<file path="src/hw/rtl/windowed_moving_average_core_defines.svh">
// Assertion macros shared by the windowed moving average RTL.
// No dependencies; included by the top level only.
`ifndef WINDOWED_MOVING_AVERAGE_CORE_DEFINES_SVH
`define WINDOWED_MOVING_AVERAGE_CORE_DEFINES_SVH

`ifndef SYNTHESIS

// The condition must never hold outside reset.
`define WMA_ASSERT_NEVER(lbl, clk_s, rst_s, cond) \
  lbl: assert property (@(posedge clk_s) disable iff (!rst_s) !(cond)) \
    else $error("assertion failed");

// Whenever the antecedent holds, the consequent holds in the same cycle.
`define WMA_ASSERT_IMPLIES(lbl, clk_s, rst_s, ante, cons) \
  lbl: assert property (@(posedge clk_s) disable iff (!rst_s) (ante) |-> (cons)) \
    else $error("assertion failed");

`else

`define WMA_ASSERT_NEVER(lbl, clk_s, rst_s, cond)
`define WMA_ASSERT_IMPLIES(lbl, clk_s, rst_s, ante, cons)

`endif

`endif

</file>
<file path="src/hw/rtl/wma_pkg.sv">
// Shared types and constants for the windowed moving average block.
// No dependencies; used by every RTL module of the block.
`default_nettype none

package wma_pkg;

  // Sample and register widths.
  localparam int SAMPLE_W      = 32;
  localparam int CFG_W         = 8;
  localparam int DEPTH_DEFAULT = 128;
  localparam logic [CFG_W-1:0] WINDOW_RESET = 8'd10;

  // Entries in the queue between the front and back parts.
  localparam int QUEUE_DEPTH = 2;

  // Operation codes on the input channel.
  localparam logic [1:0] OP_PUSH   = 2'd0;
  localparam logic [1:0] OP_REPORT = 2'd1;
  localparam logic [1:0] OP_FILL   = 2'd2;

  // Classified command kinds carried through the queue.
  typedef enum logic [1:0] {
    KIND_PUSH   = 2'd0,
    KIND_REPORT = 2'd1,
    KIND_FILL   = 2'd2
  } cmd_kind_t;

  typedef struct packed {
    cmd_kind_t                   kind;
    logic signed [SAMPLE_W-1:0]  value;
  } queue_item_t;

  // Status reported by the back part to the front part.
  typedef struct packed {
    logic clearing;
  } back_status_t;

endpackage

`default_nettype wire

</file>
<file path="src/hw/rtl/wma_queue.sv">
// Short command queue between the front and back parts.
// Depends on wma_pkg for the entry type and depth.
`default_nettype none

module wma_queue (
  input  wire logic                  clk,
  input  wire logic                  rst_n,
  input  wire logic                  push,
  input  wire wma_pkg::queue_item_t  push_item,
  output logic                       ready,
  input  wire logic                  pop,
  output logic                       valid,
  output wma_pkg::queue_item_t       head
);
  import wma_pkg::*;

  localparam int QAW  = (QUEUE_DEPTH > 1) ? $clog2(QUEUE_DEPTH) : 1;
  localparam int CNTW = $clog2(QUEUE_DEPTH + 1);

  queue_item_t       entries_r [QUEUE_DEPTH];
  logic [QAW-1:0]    wr_ptr_r, wr_ptr_nxt;
  logic [QAW-1:0]    rd_ptr_r, rd_ptr_nxt;
  logic [CNTW-1:0]   count_r, count_nxt;

  assign ready = (count_r != CNTW'(QUEUE_DEPTH));
  assign valid = (count_r != '0);
  assign head  = entries_r[rd_ptr_r];

  // Pointer and fill count update.
  always_comb begin
    wr_ptr_nxt = wr_ptr_r;
    rd_ptr_nxt = rd_ptr_r;
    count_nxt  = count_r;
    if (push) begin
      wr_ptr_nxt = (wr_ptr_r == QAW'(QUEUE_DEPTH - 1)) ? '0 : wr_ptr_r + 1'b1;
    end
    if (pop) begin
      rd_ptr_nxt = (rd_ptr_r == QAW'(QUEUE_DEPTH - 1)) ? '0 : rd_ptr_r + 1'b1;
    end
    case ({push, pop})
      2'b10:   count_nxt = count_r + 1'b1;
      2'b01:   count_nxt = count_r - 1'b1;
      default: count_nxt = count_r;
    endcase
  end

  always_ff @(posedge clk) begin
    if (!rst_n) begin
      wr_ptr_r <= '0;
      rd_ptr_r <= '0;
      count_r  <= '0;
    end else begin
      wr_ptr_r <= wr_ptr_nxt;
      rd_ptr_r <= rd_ptr_nxt;
      count_r  <= count_nxt;
    end
  end

  // Entry storage.
  always_ff @(posedge clk) begin
    if (push) begin
      entries_r[wr_ptr_r] <= push_item;
    end
  end

endmodule

`default_nettype wire

</file>
<file path="config.mk">
export PLATFORM = sky130hd
export DESIGN_NAME = wma_queue
export DESIGN_NICKNAME = d
export VERILOG_FILES = /design/src/hw/rtl/windowed_moving_average_core_defines.svh /design/src/hw/rtl/wma_pkg.sv /design/src/hw/rtl/wma_queue.sv
export SDC_FILE = /design/constraint.sdc
export NUM_CORES = 1
export LEC_CHECK = 0
export BUFFER_PORTS_ARGS = -buffer_cell sky130_fd_sc_hd__buf_4
export CAP_MARGIN = 20
export CORE_UTILIZATION = 51
export DETAILED_ROUTE_END_ITERATION = 12
export HOLD_SLACK_MARGIN = 0.05
export PLACE_DENSITY = 0.78
export SLEW_MARGIN = 15
export SYNTH_ARGS = -nofsm -noshare
export SYNTH_HDL_FRONTEND = slang
export SYNTH_SLANG_ARGS = --single-unit
</file>
<file path="constraint.sdc">
create_clock -name clk -period 2.8 [get_ports clk]
set_clock_uncertainty 0.1 [all_clocks]
set_input_delay 0.28 -clock clk [delete_from_list [all_inputs] [get_ports clk]]
set_output_delay 0.28 -clock clk [all_outputs]
set_load 0.1 [all_outputs]
</file>
# Yosys cells after proc, flatten, opt, wreduce, memory -nomap -nowiden
# Memories as Yosys holds them, arrays and structs flattened. A register that Yosys moved wholly into a read port is not among the register bits.
# Cells that the tools add are included.
# word_totals
ramBits	68
memories	1
elab_cells	20
reg_bits	4
out_inout_bits	36
# memory_table
name	depth	word_bits	rd	rd_ports_with_merged_regs	write_ports	line	text
entries_r	2	34	1	1	1	wma_queue.sv:20	queue_item_t entries_r [QUEUE_DEPTH];
# op_classes
mux	7
n_eq_ne	3
reduce_logical	2
addsub	4
# op_table
cell	n
1-bit 2-to-1 mux	6
2-bit case mux with 2 select lines	1
2-bit nonzero test	2
1-bit adder (second input constant)	2
2-bit by 1-bit adder with 2-bit output (second input constant)	1
2-bit by 1-bit equality test with 1-bit output (second input constant)	1
2-bit equality test (second input constant)	1
2-bit inequality test (second input constant)	1
2-bit by 1-bit subtractor with 2-bit output (second input constant)	1

# Longest topological paths before layout
# Gate-level depths: netlist of the first run.
# logic_depth
word_depth	4
mapped_depth	5
ltp_nobuf	5

# Worst setup path after synthesis of the first run
# Ideal clock, no wire load.
# synth_timing
path_type	input to register
from	input push
to	memory entries_r[0][0] (netlist name), enable pin
required_ps	2273
stages	2
t_arrival_ps	1799
slack_ps	474
setup_ps	427
cell_sequence	inv_1 -> nor2_1
# synth_via
elab_chain_len	2
# synth_lines
item	line	text
from (decl)	wma_queue.sv:8	input wire logic push,
1-bit 2-to-1 mux	wma_queue.sv:61	if (push) begin
1-bit 2-to-1 mux (not written as such)	wma_queue.sv:62	entries_r[wr_ptr_r] <= push_item;
to (decl)	wma_queue.sv:20	
# No other way between the ends.

==> results of run 1 <==
power by group:
part | switching, mW | internal [mW]
Sequential | 0.0238 | 1.26
Clock | 0.325 | 0.303
Combinational | 0.514 | 0.190
stage by stage:
| stage | hold WS (ns) | setup slack (ns) |
|---|---|---|
| detailed placement | 0.3676 | 0.9497 |
| global route | 0.09592 | 0.5300 |
| CTS | 0.08737 | 0.5920 |
| finish | 0.1013 | 0.6214 |
| floorplan | 0.2789 | 0.4739 |
| global placement | 0.3648 | 0.9932 |
worst max path at each step:
stage / endpoint / start / slack, ns / cells after the start
2_1_floorplan: entries_r[0][0] / push / 0.47 / 2
3_3_place_gp: head[0] / flop / 0.99 / 3
3_5_place_dp: head[3] / flop / 0.95 / 3
4_1_cts: head[0] / flop / 0.59 / 3
5_1_grt: head[10] / flop / 0.53 / 3
6_report: head[0] / flop / 0.62 / 3
layout make-up:
class | count | area (um^2) | area share [%]
sequential | 73 | 2142 | 56.43
timing repair buffer | 110 | 923.4 | 24.32
multi-input combinational | 50 | 503.0 | 13.25
clock buffer | 11 | 131.4 | 3.461
tap | 67 | 83.83 | 2.208
clock inverter | 2 | 8.758 | 0.2307
inverter | 1 | 3.754 | 0.09888
state kept, by name, indices dropped and copies added (netlist names), named ones only:
| register | flops |
|---|---|
| entries_r | 68 |
| rd_ptr_r | 1 |
| wr_ptr_r | 1 |
| count_r | 2 |
cells in the mapped netlist:
cell type | count | area (um^2)
dfxtp_1 | 5 | 100.1
inv_1 | 1 | 3.750
xor2_1 | 1 | 8.760
ha_1 | 1 | 12.51
edfxtp_1 | 68 | 2042
nor2b_1 | 1 | 6.260
and2_1 | 4 | 25.02
or2_2 | 1 | 6.260
a21boi_1 | 1 | 7.510
mux2_1 | 34 | 382.9
buf_2 | 4 | 20.02
or3_1 | 1 | 6.260
nand2b_1 | 1 | 6.260
xnor2_1 | 2 | 17.52
nor2_1 | 1 | 3.750
o21a_1 | 1 | 7.510
o21ai_0 | 1 | 5.000
critical path: cells and delay by family (launching register included):
kind                   cells  cell delay, ns
buffers and inverters      2            0.49
flip-flops                 1            0.62
multiplexers               1            0.35
per-layer routing:
metal	part of all wire, %	vias to the layer above
li1	-	723
met1	38	770
met2	55	49
met3	4.0	10
met4	2.3	0
met5	0	-
cells by family (layout without fill, tap and decap cells):
kind of cell	count (synthesis)	in the layout	synth area share [%]
compound gates	3	3	0.7523
xor+xnor	3	3	0.9875
fa+ha+maj	1	1	0.4701
buf+inv	5	124	0.8932
flops	73	73	80.49
mux	34	34	14.39
simple gates	9	9	2.022
==> qor.yml, run 1 <==
holdBufCountCts: 34
finish.utilization_pct: 77.79
cts_inserted_buffers: 9
hp-class: "in2reg"
cts_tree: "done"
row_count: 25
crit_arrival_ns: 1.80
min_period_ns: 2.179
track_usage_pct: 20.96
nFillCells: 296
crit_fanout: 25
hold_violations: 0
core_area_um2: 4880
drv_cap: 0
avgViaCountPerCell: 4.943
power_mw: 2.614
p_leak_nw: 1.450
status: "finished, final reports clean"
fmax_ghz: 0.4590
grt_pass1_vias: 1681
worstHoldEndpoint: "wr_ptr_r"
diodes: 0
slew_viol_final: 0
ys.warnings.count: 0
die-area_um2: 5511
met3_usage_pct: 5.556
peakVddDrop_uv: 493.9
yosysUniqueCellTypes: 17
dpl-instance-area_um2: 3316
synth_area_um2: 2661
drive_gt1_share_pct: 35.63
max_slew_margin_pct: 67.94
die_w_um: 74.24
grt_max_degree: 36
die_y_um: 74.24
r2r-end: "entries_r[1][24]"
layout_common_cells: "buf_4, edfxtp_1, mux2_1, dlygate4sd3_1, clkbuf_8"
end_kind: "output pin"
critPathSlowestCell: "dfxtp_1"
syn_area_per_cell_um2: 20.79
final_cells: 314
place_hpwl_mm: 3.099
critPathLaunchType: "flop"
path_cells: "buf_12 -> mux2_1 -> buf_4"
setup_viol: 0
netlist_instances: 128
min_path_cells: 2
yosysSeqAreaShare_pct: 80.49
min_period_over_period_pct: 77.81
rrSetupSlack_ns: 1.41
htreeDepth: 3
cts.sinks: 73
critPathRequiredTime_ns: 2.42
layout.nets: 284
clk_pin_slew_worst_paths_ns: 0.06
ctsResizeCount: 0
areaGrowthSynthToFinish_pct: 42.64
ys_seq_elements: 73
grt-ovfl-total: 0
final_area_um2: 3796
insertion_delay_ns: 0.32
reg2regPathDepth: 2
synth_fp_nets: 167
route.detailed.drc: 0
wirelength_mm: 5.206
use_met2_pct: 38.28
wl_per_cell_um: 16.58
final_common_cell: "buf_4"
first_iter_violations: 102
hold_start: "rst_n"
first_pass_iters: 4
finalSetupTns_ns: 0
dpl.cell_count: 267
antenna_left: 0
met1_usage_pct: 22.07
grt_pass1_wl_mm: 7.879
gp_congestion: 0.6839
pwr_density_cell_nw_per_um2: 688.6
rsz0062_at_grt: "no"
io_buffers: 73
initial_core_util_pct: 54.54
worstMarginPinSlew_ns: 0.4803
cts_root_buf: "clkbuf_8"
clockBufferDepth: 2
r2r-start: "wr_ptr_r"
max_stage_delay_ns: 0.62
io_pins: 74
crit_type: "reg2out"
grt-busiest-layer: "met2"
vias: 1552
cts_setup_buffers: 0
antenna_found_initial: 0
(Power assumes the default switching activity.)
==> run 2: changes to the inputs <==
- ABC_AREA: unset -> 1
- CORE_UTILIZATION: 51 -> 47
- PLACE_DENSITY: 0.78 -> 0.75
- clock period: 2.8 -> 1.9 ns (I/O delays scaled with it)
==> qor.yml, run 2 <==
ys_seq_elements: 73
critPathRequiredTime_ns: 1.61
p_sw_share_pct: 30.45
crit_fanout: 34
synth.area.top_cells: "edfxtp_1, mux2_4, dfxtp_1, buf_12, mux2_2"
synth.most_common_cell: "edfxtp_1"
die_y_um: 79.65
reg2regPathDepth: 4
synth-async-reset-ratio_pct: 0
first_pass_iters: 4
drv_cap: 0
yosysUniqueCellTypes: 14
clk_pin_slew_worst_paths_ns: 0.07
worstMarginPinSlew_ns: 0.2859
cts.sinks: 73
route.detailed.drc: 0
row_count: 27
hp-class: "reg2reg"
cpLargestDelayFamily: "buffers and inverters"
crit_type: "reg2out"
p_int_mw: 2.761
ys.warnings.count: 0
grt-ovfl-total: 0
layout_common_cells: "buf_4, edfxtp_1, dlygate4sd3_1"
combPwrFrac_pct: 25.2
finish.utilization_pct: 71.39
diodes: 0
ctsResizeCount: 0
cts_inserted_buffers: 9
critPathLaunchType: "flop"
syn_area_per_cell_um2: 20.24
p_sw_mw: 1.209
fmax_ghz: 0.5451
synth_area_um2: 2834
largest_register_ffs: 68
max_stage_delay_ns: 0.38
antenna_found_initial: 0
clockBufferDepth: 2
avgViaCountPerCell: 4.725
reg_top3: "entries_r: 68 flops, count_r: 2 flops"
dpl.cell_count: 284
die-area_um2: 6344
peakVddDrop_uv: 630.5
path_cells: "buf_12 -> mux2_2 -> buf_4"
power_mw: 3.970
htreeDepth: 3
r2r-start: "wr_ptr_r"
first_iter_violations: 51
p_leak_nw: 1.634
synth_edf_count: 68
worstHoldEndpoint: "rd_ptr_r"
antenna_left: 0
critPathSlowestCell: "mux2_2"
drive_gt1_share_pct: 46.62
gp_congestion: 0.7361
rsz0062_at_grt: "no"
status: "finished, final reports clean"
cts_root_buf: "clkbuf_8"
grt_max_degree: 35
r2r-end: "wr_ptr_r"
wl_per_cell_um: 14.42
yosysSeqAreaShare_pct: 75.58
core_area_um2: 5642
setup_viol: 0
io_buffers: 73
grt_pass1_vias: 1645
pwr_density_cell_nw_per_um2: 985.7
synth_ff_type: "edfxtp_1"
dpl-instance-area_um2: 3470
path_buf_inv: 2
insertion_delay_ns: 0.32
synth_top_cell_area_share_pct: 72.05
track_usage_pct: 17.22
initial_core_util_pct: 50.23
synth_common_cells: "edfxtp_1, mux2_4, nor2_1, nand2_1"
min_path_cells: 2
vias: 1597
die_w_um: 79.65
hold_start: "rd_ptr_r"
min_period_ns: 1.834
rrSetupSlack_ns: 0.57
crit_arrival_ns: 1.54
final_common_cell: "buf_4"
max_slew_margin_pct: 81.09
end_kind: "output pin"
slew_viol_final: 0
p_clk_share_pct: 27.4
hold_violations: 0
io_pins: 74
final_cells: 338
areaGrowthSynthToFinish_pct: 42.12
finalSetupTns_ns: 0
largest_register: "entries_r"
yosysTopAreaCell: "edfxtp_1"
synth_fp_nets: 179
place_hpwl_mm: 3.063
min_period_over_period_pct: 96.55
grt_pass1_wl_mm: 7.672
wirelength_mm: 4.873
netlist_instances: 140
final_area_um2: 4028
seqPwrFrac_pct: 47.4
cts_tree: "done"
layout.nets: 300
## run 2: timing repair
item,in CTS,in global routing
setup buffers,0,0
hold endpoints to repair,72,0
hold buffers,38,0
## run 2: through the flow
| step | setup WS (ns) | hold WS, ns |
|---|---|---|
| 6_report | 0.06552 | 0.4216 |
| 2_1_floorplan | 0.1702 | 0.1889 |
| 5_1_grt | 0.01041 | 0.4470 |
| 3_5_place_dp | 0.4053 | 0.2780 |
| 4_1_cts | 0.03603 | 0.4227 |
| 3_3_place_gp | 0.4307 | 0.2758 |
## run 2: kinds of logic after synthesis
group	Yosys count	synth area share [%]
muxes	34	17.48
AOI/OAI and AO/OA	2	0.3529
DFF	73	75.59
adders and majority gates	1	0.4414
buffers and inverters	9	3.179
and+or+nand+nor	21	2.958
## run 2: worst max path at each step
stage,endpoint,slack [ns],cells after the start
CTS,head[21],0.04,3
global route,head[16],0.01,3
floorplan,entries_r[0][0],0.17,1
global placement,head[22],0.43,3
detailed placement,head[22],0.41,3
finish,head[21],0.07,3
## run 2: layer usage
layer / vias up / global-route usage, % / part of all wire, % / routed length (um)
li1: 768 / - / - / -
met5: - / 0 / 0 / 0
met4: 0 / 11.45 / 2.5 / 120
met2: 45 / 30.94 / 56 / 2706
met1: 772 / 17.91 / 38 / 1865
met3: 12 / 3.657 / 3.7 / 181
## run 2: area by class of cell
cell class,count,area [um^2]
clock buffer,11,131.4
multi-input combinational,58,609.3
inverter,5,18.77
timing repair buffer,114,988.4
fill,381,1614
sequential,73,2143
clock inverter,5,46.29
tap,72,90.09
## run 2: worst register-to-register path, stage by stage, from the launching register on
cell	delay, ns
dfxtp_1	0.39
nand2_1	0.09
nand2_1	0.06
nor2_1	0.03
dlygate4sd3_1	0.55
## run 2: power groups by stage
| stage | clock network, mW | registers [mW] | logic [mW] |
|---|---|---|---|
| 6_report | 1.09 | 1.88 | 1.00 |
| 5_1_grt | 1.19 | 1.89 | 1.04 |
| 4_1_cts | 1.12 | 1.88 | 1.01 |
| 3_5_place_dp | 0 | 1.92 | 0.943 |
| 3_3_place_gp | 0 | 1.91 | 0.934 |
| 2_1_floorplan | 0 | 1.91 | 0.750 |
